<file path="src/sv/ffa_pkg.sv">
package ffa_pkg;

  localparam int unsigned ArenaMaxBytes = 131072;
  localparam int unsigned AlignBytes    = 4;
  localparam int unsigned HeaderBytes   = 8;

  // width of internal offset and size arithmetic
  localparam int unsigned SzW = 34;

  localparam int unsigned OffW  = 17;
  localparam int unsigned SizeW = 18;
  localparam int unsigned PaddrW = 3;

  localparam logic [PaddrW-1:0] RegArenaBytes = 3'd0;
  localparam logic [SizeW-1:0]  ArenaReset    = 18'd131072;

  typedef enum logic [1:0] {
    REQ_ALLOC   = 2'd0,
    REQ_FREE    = 2'd1,
    REQ_REALLOC = 2'd2
  } req_e;

  typedef struct packed {
    logic [1:0]       req_type;
    logic             has_block;
    logic [OffW-1:0]  block_offset;
    logic [SizeW-1:0] req_size;
  } in_t;

  typedef struct packed {
    logic             status;
    logic             has_result;
    logic [OffW-1:0]  result_offset;
    logic [OffW-1:0]  move_from_offset;
    logic [SizeW-1:0] move_bytes;
  } out_t;

  typedef enum logic [4:0] {
    ST_CLR,
    ST_IDLE,
    ST_DONE,
    ST_F_WR_MARK,
    ST_F_RD_H,
    ST_F_CHK_H,
    ST_F_CHK_N,
    ST_F_CHK_NM,
    ST_A_RD,
    ST_A_HS,
    ST_A_CHK,
    ST_A_SPLIT_RM,
    ST_A_SPLIT_P,
    ST_A_MARK,
    ST_R_RD,
    ST_R_HS,
    ST_R_NS,
    ST_R_NM,
    ST_R_SPLIT_RM,
    ST_R_SPLIT_H,
    ST_R_OLD_RD
  } state_e;

endpackage

</file>
<file path="src/sv/ffa_cfg.sv">
module ffa_cfg import ffa_pkg::*; (
  input  logic              clk_i,
  input  logic              rst_ni,
  input  logic              psel,
  input  logic              penable,
  input  logic              pwrite,
  input  logic [PaddrW-1:0] paddr,
  input  logic [31:0]       pwdata,
  output logic [31:0]       prdata,
  output logic              pready,
  output logic [SizeW-1:0]  arena_bytes_o
);

  logic [SizeW-1:0] arena_q;
  logic             sel_arena;

  // only bit 2 selects the register
  assign sel_arena = (paddr[2] == RegArenaBytes[2]);
  assign pready    = 1'b1;
  assign prdata    = sel_arena ? {{(32-SizeW){1'b0}}, arena_q} : 32'd0;
  assign arena_bytes_o = arena_q;

  always_ff @(posedge clk_i or negedge rst_ni) begin
    if (!rst_ni) begin
      arena_q <= ArenaReset;
    end else if (psel && penable && pwrite && pready && sel_arena) begin
      arena_q <= pwdata[SizeW-1:0];
    end
  end

endmodule

</file>
<file path="config.mk">
export PLATFORM = sky130hd
export DESIGN_NAME = ffa_cfg
export DESIGN_NICKNAME = d
export VERILOG_FILES = /design/src/sv/ffa_pkg.sv /design/src/sv/ffa_cfg.sv
export SDC_FILE = /design/constraint.sdc
export NUM_CORES = 1
export LEC_CHECK = 0
export ABC_AREA = 1
export CAP_MARGIN = 40
export CORE_MARGIN = 2
export CORE_UTILIZATION = 50
export DETAILED_ROUTE_END_ITERATION = 8
export DONT_BUFFER_PORTS = 1
export PLACE_DENSITY_LB_ADDON = 0.12
export SLEW_MARGIN = 20
export SYNTH_ARGS = -nofsm -noshare
export SYNTH_HDL_FRONTEND = slang
export SYNTH_SLANG_ARGS = --single-unit
</file>
<file path="constraint.sdc">
create_clock -name clk_i -period 1 [get_ports clk_i]
set_input_delay 0.1 -clock clk_i [delete_from_list [all_inputs] [get_ports clk_i]]
set_output_delay 0.1 -clock clk_i [all_outputs]
set_load 0.03 [all_outputs]
</file>
== Word level (Yosys, flattened, before mapping) ==
Index checks and enable logic that the tools add are counted.

* Mux-type cells: 1
* Bitwise operators: 1
* Reduce and logical (&&, ||, !) cells: 3

{| class="wikitable"
|+ Operators by type and width
! operator !! number
|-
| two-way mux 18 bit || 1
|-
| logical AND 1 bit || 3
|-
| inverter 1 bit || 1
|}

* Register bits: 18
* Input bits: 40

== Longest topological paths before layout ==
Gate-level depths: netlist (run 1).

* Depth after elaboration: 3
* Depth in mapped cells: 6
* Mapped depth without buffers: 5

== Worst setup path after synthesis (run 1) ==
OpenSTA, ideal clock, no wires.

* Path type: register -> output
* From: reg arena_q[17], in the netlist arena_bytes_o[17]
* To: out prdata[17]
* Data arrival time: 1.072 ns
* Data required time: 0.900 ns
* Slack: -0.172 ns
* Cell stages (with the launch flop): 3
* Path buffers: 0
* Cells stage by stage: dfstp_2 -> inv_1 -> nor2_1

* Word-level cells in the longest chain between the ends: 1

{| class="wikitable"
|+ RTL lines
! item !! line !! RTL
|-
| from (decl) || ffa_cfg.sv:14 || <nowiki>logic [SizeW-1:0] arena_q;</nowiki>
|-
| from (signal assigned) || ffa_cfg.sv:25 || <nowiki>arena_q <= ArenaReset;</nowiki>
|-
| from (signal assigned) || ffa_cfg.sv:27 || <nowiki>arena_q <= pwdata[SizeW-1:0];</nowiki>
|-
| two-way mux 18 bit || ffa_cfg.sv:20 || <nowiki>assign prdata = sel_arena ? {{(32-SizeW){1'b0}}, arena_q} : 32'd0;</nowiki>
|-
| to (decl) || ffa_cfg.sv:9 || <nowiki>output logic [31:0] prdata,</nowiki>
|}

No other way between the ends.

== Final worst setup path (run 1) ==
Same ends and word-level chain as after synthesis.

==> results.sh, run 1 <==
export IMPL_nets=246
export IMPL_finalCritPeriodShare_pct=122
export IMPL_nFillCells=76
export IMPL_clk_insertion_delay_late_ns=0.31
export IMPL_end_kind="primary output"
export IMPL_yosysSeqAreaShare_pct=44.5
export IMPL_hold_class="primary input to register"
export IMPL_grt_pass1_vias=1006
export IMPL_ys_ff_latch=18
export IMPL_synthCells=135
export IMPL_synth_top_cell_by_area="dfrtp_1"
export IMPL_p_per_area_mw_per_mm2=1740
export IMPL_io_buffers=0
export IMPL_mostFrequentLayoutCell="buf_6"
export IMPL_htreeDepth=1
export IMPL_wl_per_cell_um=16.3
export IMPL_cts_tree="built"
export IMPL_cts_sinks=18
export IMPL_die_h_um=49.1
export IMPL_skew_ns=0
export IMPL_grt_pass1_wl_um=4550
export IMPL_critPathKind="register to primary output"
export IMPL_synth_area_mm2=0.00101
export IMPL_drt_iter0_drc=10
export IMPL_drt_pass1_iterations=4
export IMPL_clk_path_buf_depth=2
export IMPL_vdd_drop_max_v=0.00139
export IMPL_n_antenna_cell=0
export IMPL_dp_cells=193
export IMPL_p_int_mw=1.82
export IMPL_setup_viol=29
export IMPL_violations="hold timing, setup timing"
export IMPL_ant_nets=0
export IMPL_critPathArrivalTime_ns=1.12
export IMPL_grt_max_degree=20
export IMPL_outcome="finished with violations"
export IMPL_power_frac_comb_pct=53.2
export IMPL_cts_clk_slew_worst_paths_ns=0.11
export IMPL_root_buffer="clkbuf_4"
export IMPL_fin_crit_ns=1.22
export IMPL_grt_overflow=0
export IMPL_finalHoldViolCount=1
export IMPL_p_sw_share_pct=42.4
export IMPL_drive_gt1_share_pct=42.0
export IMPL_area_sequential_um2=452
export IMPL_leakage_nw=0.971
export IMPL_layout_common_cells="43 x buf_6, 37 x nand2_1, 22 x dlygate4sd3_1, 18 x nand3_1, 17 x dfrtp_1"
export IMPL_worst_slack_ns=-0.223
export IMPL_antenna_found_initial=0
export IMPL_p_sw_mw=1.34
export IMPL_cap_violations=0
export IMPL_synth_area_leaders="dfrtp_1 42%, nand2_1 14%, buf_4 12%, nand3_1 8.9%, inv_1 7.0%"
export IMPL_cp_start_kind="register"
export IMPL_grt_use_met3_pct=3.68
export IMPL_seqPwrFrac_pct=31.9
export IMPL_routed_via_count=1133
export IMPL_synth_top_cell_area_share_pct=41.9
export IMPL_largest_reg_flops=18
export IMPL_gr_usage_met1_pct=26.7
export IMPL_drc=0
export IMPL_start_util_pct=52.3
export IMPL_crit_chain="inv_2 > nor2_2 > buf_6"
export IMPL_critical_path_max_stage_delay_ns=0.56
export IMPL_max_freq_ghz=0.818
export IMPL_ios=91
export IMPL_dieArea_mm2=0.00241
export IMPL_track_usage_pct=24.6
export IMPL_path_max_fanout=2
export IMPL_drt_vias_per_instance=4.88
export IMPL_crit_buf_inv=2
export IMPL_multi_input_area_um2=449
export IMPL_clkPwrFrac_pct=14.9
export IMPL_fin_area_mm2=0.00181
export IMPL_ys_warn_count=0
export IMPL_worstPathRequired_ns=0.90
export IMPL_ys_types=13
export IMPL_dp_final_hpwl_um=1700
export IMPL_row_count=16
export IMPL_final_util_pct=93.2
export IMPL_placed_cell_area_mm2=0.00127
export IMPL_drt_wl_total_um=3790
export IMPL_core_mm2=0.00194
export IMPL_fp_dieW_um=49.1
export IMPL_rsz0062_at_grt="yes"
export IMPL_place_gp_congestion=0.646
export IMPL_whs_ns=-0.0362
export IMPL_drv_slew=0
export IMPL_syn_area_per_cell_um2=7.52
export IMPL_cts_inserted_buffers=3
export IMPL_areaGrowthSynthToFinish_pct=78.4
export IMPL_path_delay_family="flip-flops"
export IMPL_final_cells=232
export IMPL_use_met2_pct=48.6
export IMPL_slowest_stage="dfstp_2"
export IMPL_grt_busiest_layer="met2"
[Yosys cell counts]
cell type / count
conb_1: 2
nand2_4: 1
buf_4: 16
nor2_8: 1
dfrtp_1: 17
dfstp_2: 1
inv_2: 1
nor2_1: 18
buf_6: 2
nand3_1: 18
inv_1: 19
buf_2: 2
nand2_1: 37
[through the flow]
| stage | hold slack, ns | total power [mW] | setup slack, ns | TNS (ns) |
|---|---|---|---|---|
| 2_1_floorplan | -0.196 | 1.82 | -0.0496 | -0.0496 |
| 3_3_place_gp | -0.195 | 2.12 | 0.112 | 0 |
| 3_5_place_dp | -0.195 | 2.15 | 0.0975 | 0 |
| 4_1_cts | 0.0936 | 2.80 | -0.231 | -1.49 |
| 5_1_grt | -0.00194 | 3.28 | -0.269 | -4.17 |
| 6_report | -0.0362 | 3.15 | -0.223 | -3.06 |
[worst paths after layout]
path,slack [ns],cells past startpoint,endpoint,start
max,-0.22,3,prdata[17],arena_bytes_o[17]
min reg2reg,0.55,2,arena_bytes_o[9],arena_bytes_o[9]
min in group asynchronous,0.18,1,arena_bytes_o[6],rst_ni
max reg2reg,0.03,4,arena_bytes_o[8],arena_bytes_o[8]
min,-0.04,3,arena_bytes_o[5],paddr[2]
max in group asynchronous,0.28,2,arena_bytes_o[17],rst_ni
[per-layer routing]
layer	up-vias	part of all wire, %
met5	-	0
met4	0	3.0
met3	13	6.2
met2	67	57
met1	545	34
li1	508	-
[worst register-to-register path, cell delays in order, from the launching register on]
cell	delay, ns
dfrtp_1	0.44
buf_4	0.16
buf_4	0.13
nand2_1	0.07
nand2_1	0.07
[final cells by class]
class | count | area share (%)
multi-input combinational | 90 | 24.8
inverter | 20 | 4.15
timing repair buffer | 73 | 42.2
tap | 27 | 1.87
sequential | 18 | 24.9
clock buffer | 4 | 2.00
[cell families after synthesis]
group	count (synthesis)	share of synthesized area, %
flops	18	44.5
simple gates	75	32.3
buf+inv	40	22.4
other cells	2	0.740
[power groups by stage]
| stage | registers (mW) | logic, mW | clock network, mW |
|---|---|---|---|
| 2_1_floorplan | 1.25 | 0.564 | 0 |
| 3_3_place_gp | 0.977 | 1.15 | 0 |
| 3_5_place_dp | 0.984 | 1.17 | 0 |
| 4_1_cts | 0.968 | 1.37 | 0.463 |
| 5_1_grt | 1.02 | 1.76 | 0.497 |
| 6_report | 1.01 | 1.68 | 0.470 |
[timing repair]
| item | CTS | global route |
|---|---|---|
| setup buffers | 3 | 9 |
| setup endpoints to repair | 19 | 37 |
| endpoints found under the hold margin | 36 | 4 |
| pin swaps | 2 | 9 |
| resized for setup | 21 | 34 |
| hold buffers | 21 | 2 |
(Power assumes the default switching activity.)
==> run 2: changes to the inputs <==
- SETUP_SLACK_MARGIN: default -> 0.3
==> results.sh, run 2 (same netlist as run 1, synthesis figures left out) <==
export IMPL_htreeDepth=1
export IMPL_leakage_nw=0.765
export IMPL_slowest_stage="dfstp_2"
export IMPL_root_buffer="clkbuf_4"
export IMPL_n_antenna_cell=0
export IMPL_path_max_fanout=2
export IMPL_antenna_found_initial=0
export IMPL_p_per_area_mw_per_mm2=1760
export IMPL_core_mm2=0.00194
export IMPL_setup_viol=19
export IMPL_timing_rr_start="arena_bytes_o[17]"
export IMPL_clk_insertion_delay_late_ns=0.28
export IMPL_critPathArrivalTime_ns=1.05
export IMPL_hold_class="primary input to register"
export IMPL_use_met2_pct=44.7
export IMPL_cts_inserted_buffers=3
export IMPL_grt_overflow=0
export IMPL_start_util_pct=52.3
export IMPL_cts_sinks=18
export IMPL_max_freq_ghz=0.873
export IMPL_drv_slew=0
export IMPL_grt_pass1_wl_um=4220
export IMPL_grt_use_met3_pct=4.91
export IMPL_drive_gt1_share_pct=48.3
export IMPL_worst_slack_ns=-0.145
export IMPL_finalCritPeriodShare_pct=115
export IMPL_skew_ns=0
export IMPL_cap_violations=0
export IMPL_grt_max_degree=20
export IMPL_outcome="finished with violations"
export IMPL_layout_common_cells="36 x nand2_1, 19 x inv_2, 19 x dlygate4sd3_1"
export IMPL_grt_pass1_vias=898
export IMPL_track_usage_pct=22.9
export IMPL_hp_start="paddr[2]"
export IMPL_nets=215
export IMPL_dp_final_hpwl_um=1640
export IMPL_postCtsHoldBufs=19
export IMPL_drt_pass1_iterations=4
export IMPL_largest_reg_flops=18
export IMPL_critPathKind="register to primary output"
export IMPL_whs_ns=-0.0319
export IMPL_drt_wl_total_um=2670
export IMPL_mostFrequentLayoutCell="nand2_1"
export IMPL_cp_startpoint="arena_bytes_o[17]"
export IMPL_reg2regPathDepth=3
export IMPL_drt_iter0_drc=14
export IMPL_cp_start_kind="register"
export IMPL_fin_crit_ns=1.15
export IMPL_dieArea_mm2=0.00241
export IMPL_crit_chain="inv_2 > nor2_4"
export IMPL_grt_busiest_layer="met2"
export IMPL_ant_nets=0
export IMPL_rsz0062_at_grt="yes"
export IMPL_violations="hold timing, setup timing"
export IMPL_row_count=16
export IMPL_power_total_mw=2.74
export IMPL_dp_cells=176
export IMPL_fp_dieW_um=49.1
export IMPL_clk_path_buf_depth=2
export IMPL_gr_usage_met1_pct=24.6
export IMPL_place_gp_congestion=0.650
export IMPL_end_kind="primary output"
export IMPL_areaGrowthSynthToFinish_pct=53.8
export IMPL_critical_path_max_stage_delay_ns=0.55
export IMPL_cts_clk_slew_worst_paths_ns=0.09
export IMPL_io_buffers=0
export IMPL_drt_vias_per_instance=4.63
export IMPL_min_delay_path_depth=3
export IMPL_finalHoldViolCount=6
export IMPL_wl_per_cell_um=13.3
export IMPL_cts_tree="built"
export IMPL_final_cells=201
export IMPL_worstPathRequired_ns=0.90
export IMPL_vdd_drop_max_v=0.00122
export IMPL_ios=91
export IMPL_routed_via_count=930
export IMPL_drc=0
export IMPL_die_h_um=49.1
[run 2: final cells by class]
type	count	area (um^2)
Multi-Input combinational cell	90	522
Tap cell	27	33.8
Sequential cell	18	473
Fill cell	142	382
Inverter	20	75.1
Clock buffer	4	26.3
Timing Repair Buffer	42	430
[run 2: worst paths after layout]
| kind | to | slack (ns) |
|---|---|---|
| setup reg to reg | arena_bytes_o[17] | 0.13 |
| setup / recovery | prdata[17] | -0.15 |
| max in group asynchronous | arena_bytes_o[0] | 0.41 |
| min in group asynchronous | arena_bytes_o[14] | 0.15 |
| hold reg to reg | arena_bytes_o[16] | 0.52 |
| hold / removal | arena_bytes_o[17] | -0.03 |
[run 2: per-layer routing]
layer | share of wire [%] | vias up
li1 | - | 452
met1 | 39 | 431
met2 | 55 | 45
met3 | 5.2 | 2
met4 | 0.52 | 0
met5 | 0 | -
[run 2: critical path, delay by kind of cell (launching register included)]
| kind | cells | cell delay, ns |
|---|---|---|
| AND/OR/NAND/NOR | 1 | 0.18 |
| flip-flops | 1 | 0.55 |
| buffers and inverters | 1 | 0.04 |
[run 2: timing repair]
action / in CTS / in global routing
resized for setup: 17 / 1
pin swaps: 18 / 2
endpoints found under the hold margin: 36 / 7
setup endpoints to repair: 37 / 39
buffers inserted: 0 / 1
[run 2: power breakdown]
part | internal, mW | switching, mW
sequential | 0.895 | 0.160
combinational | 0.462 | 0.860
clock | 0.155 | 0.207
[run 2: metrics by stage]
step / utilization (%) / instance area, um^2 / setup TNS (ns) / setup slack, ns
2_1_floorplan: - / 1230 / 0 / 0.0193
3_3_place_gp: 64.8 / 1260 / 0 / 0.148
3_5_place_dp: 64.8 / 1260 / 0 / 0.145
4_1_cts: 79.3 / 1540 / -0.706 / -0.162
5_1_grt: 80.3 / 1560 / -1.66 / -0.192
6_report: 80.3 / 1560 / -0.548 / -0.145
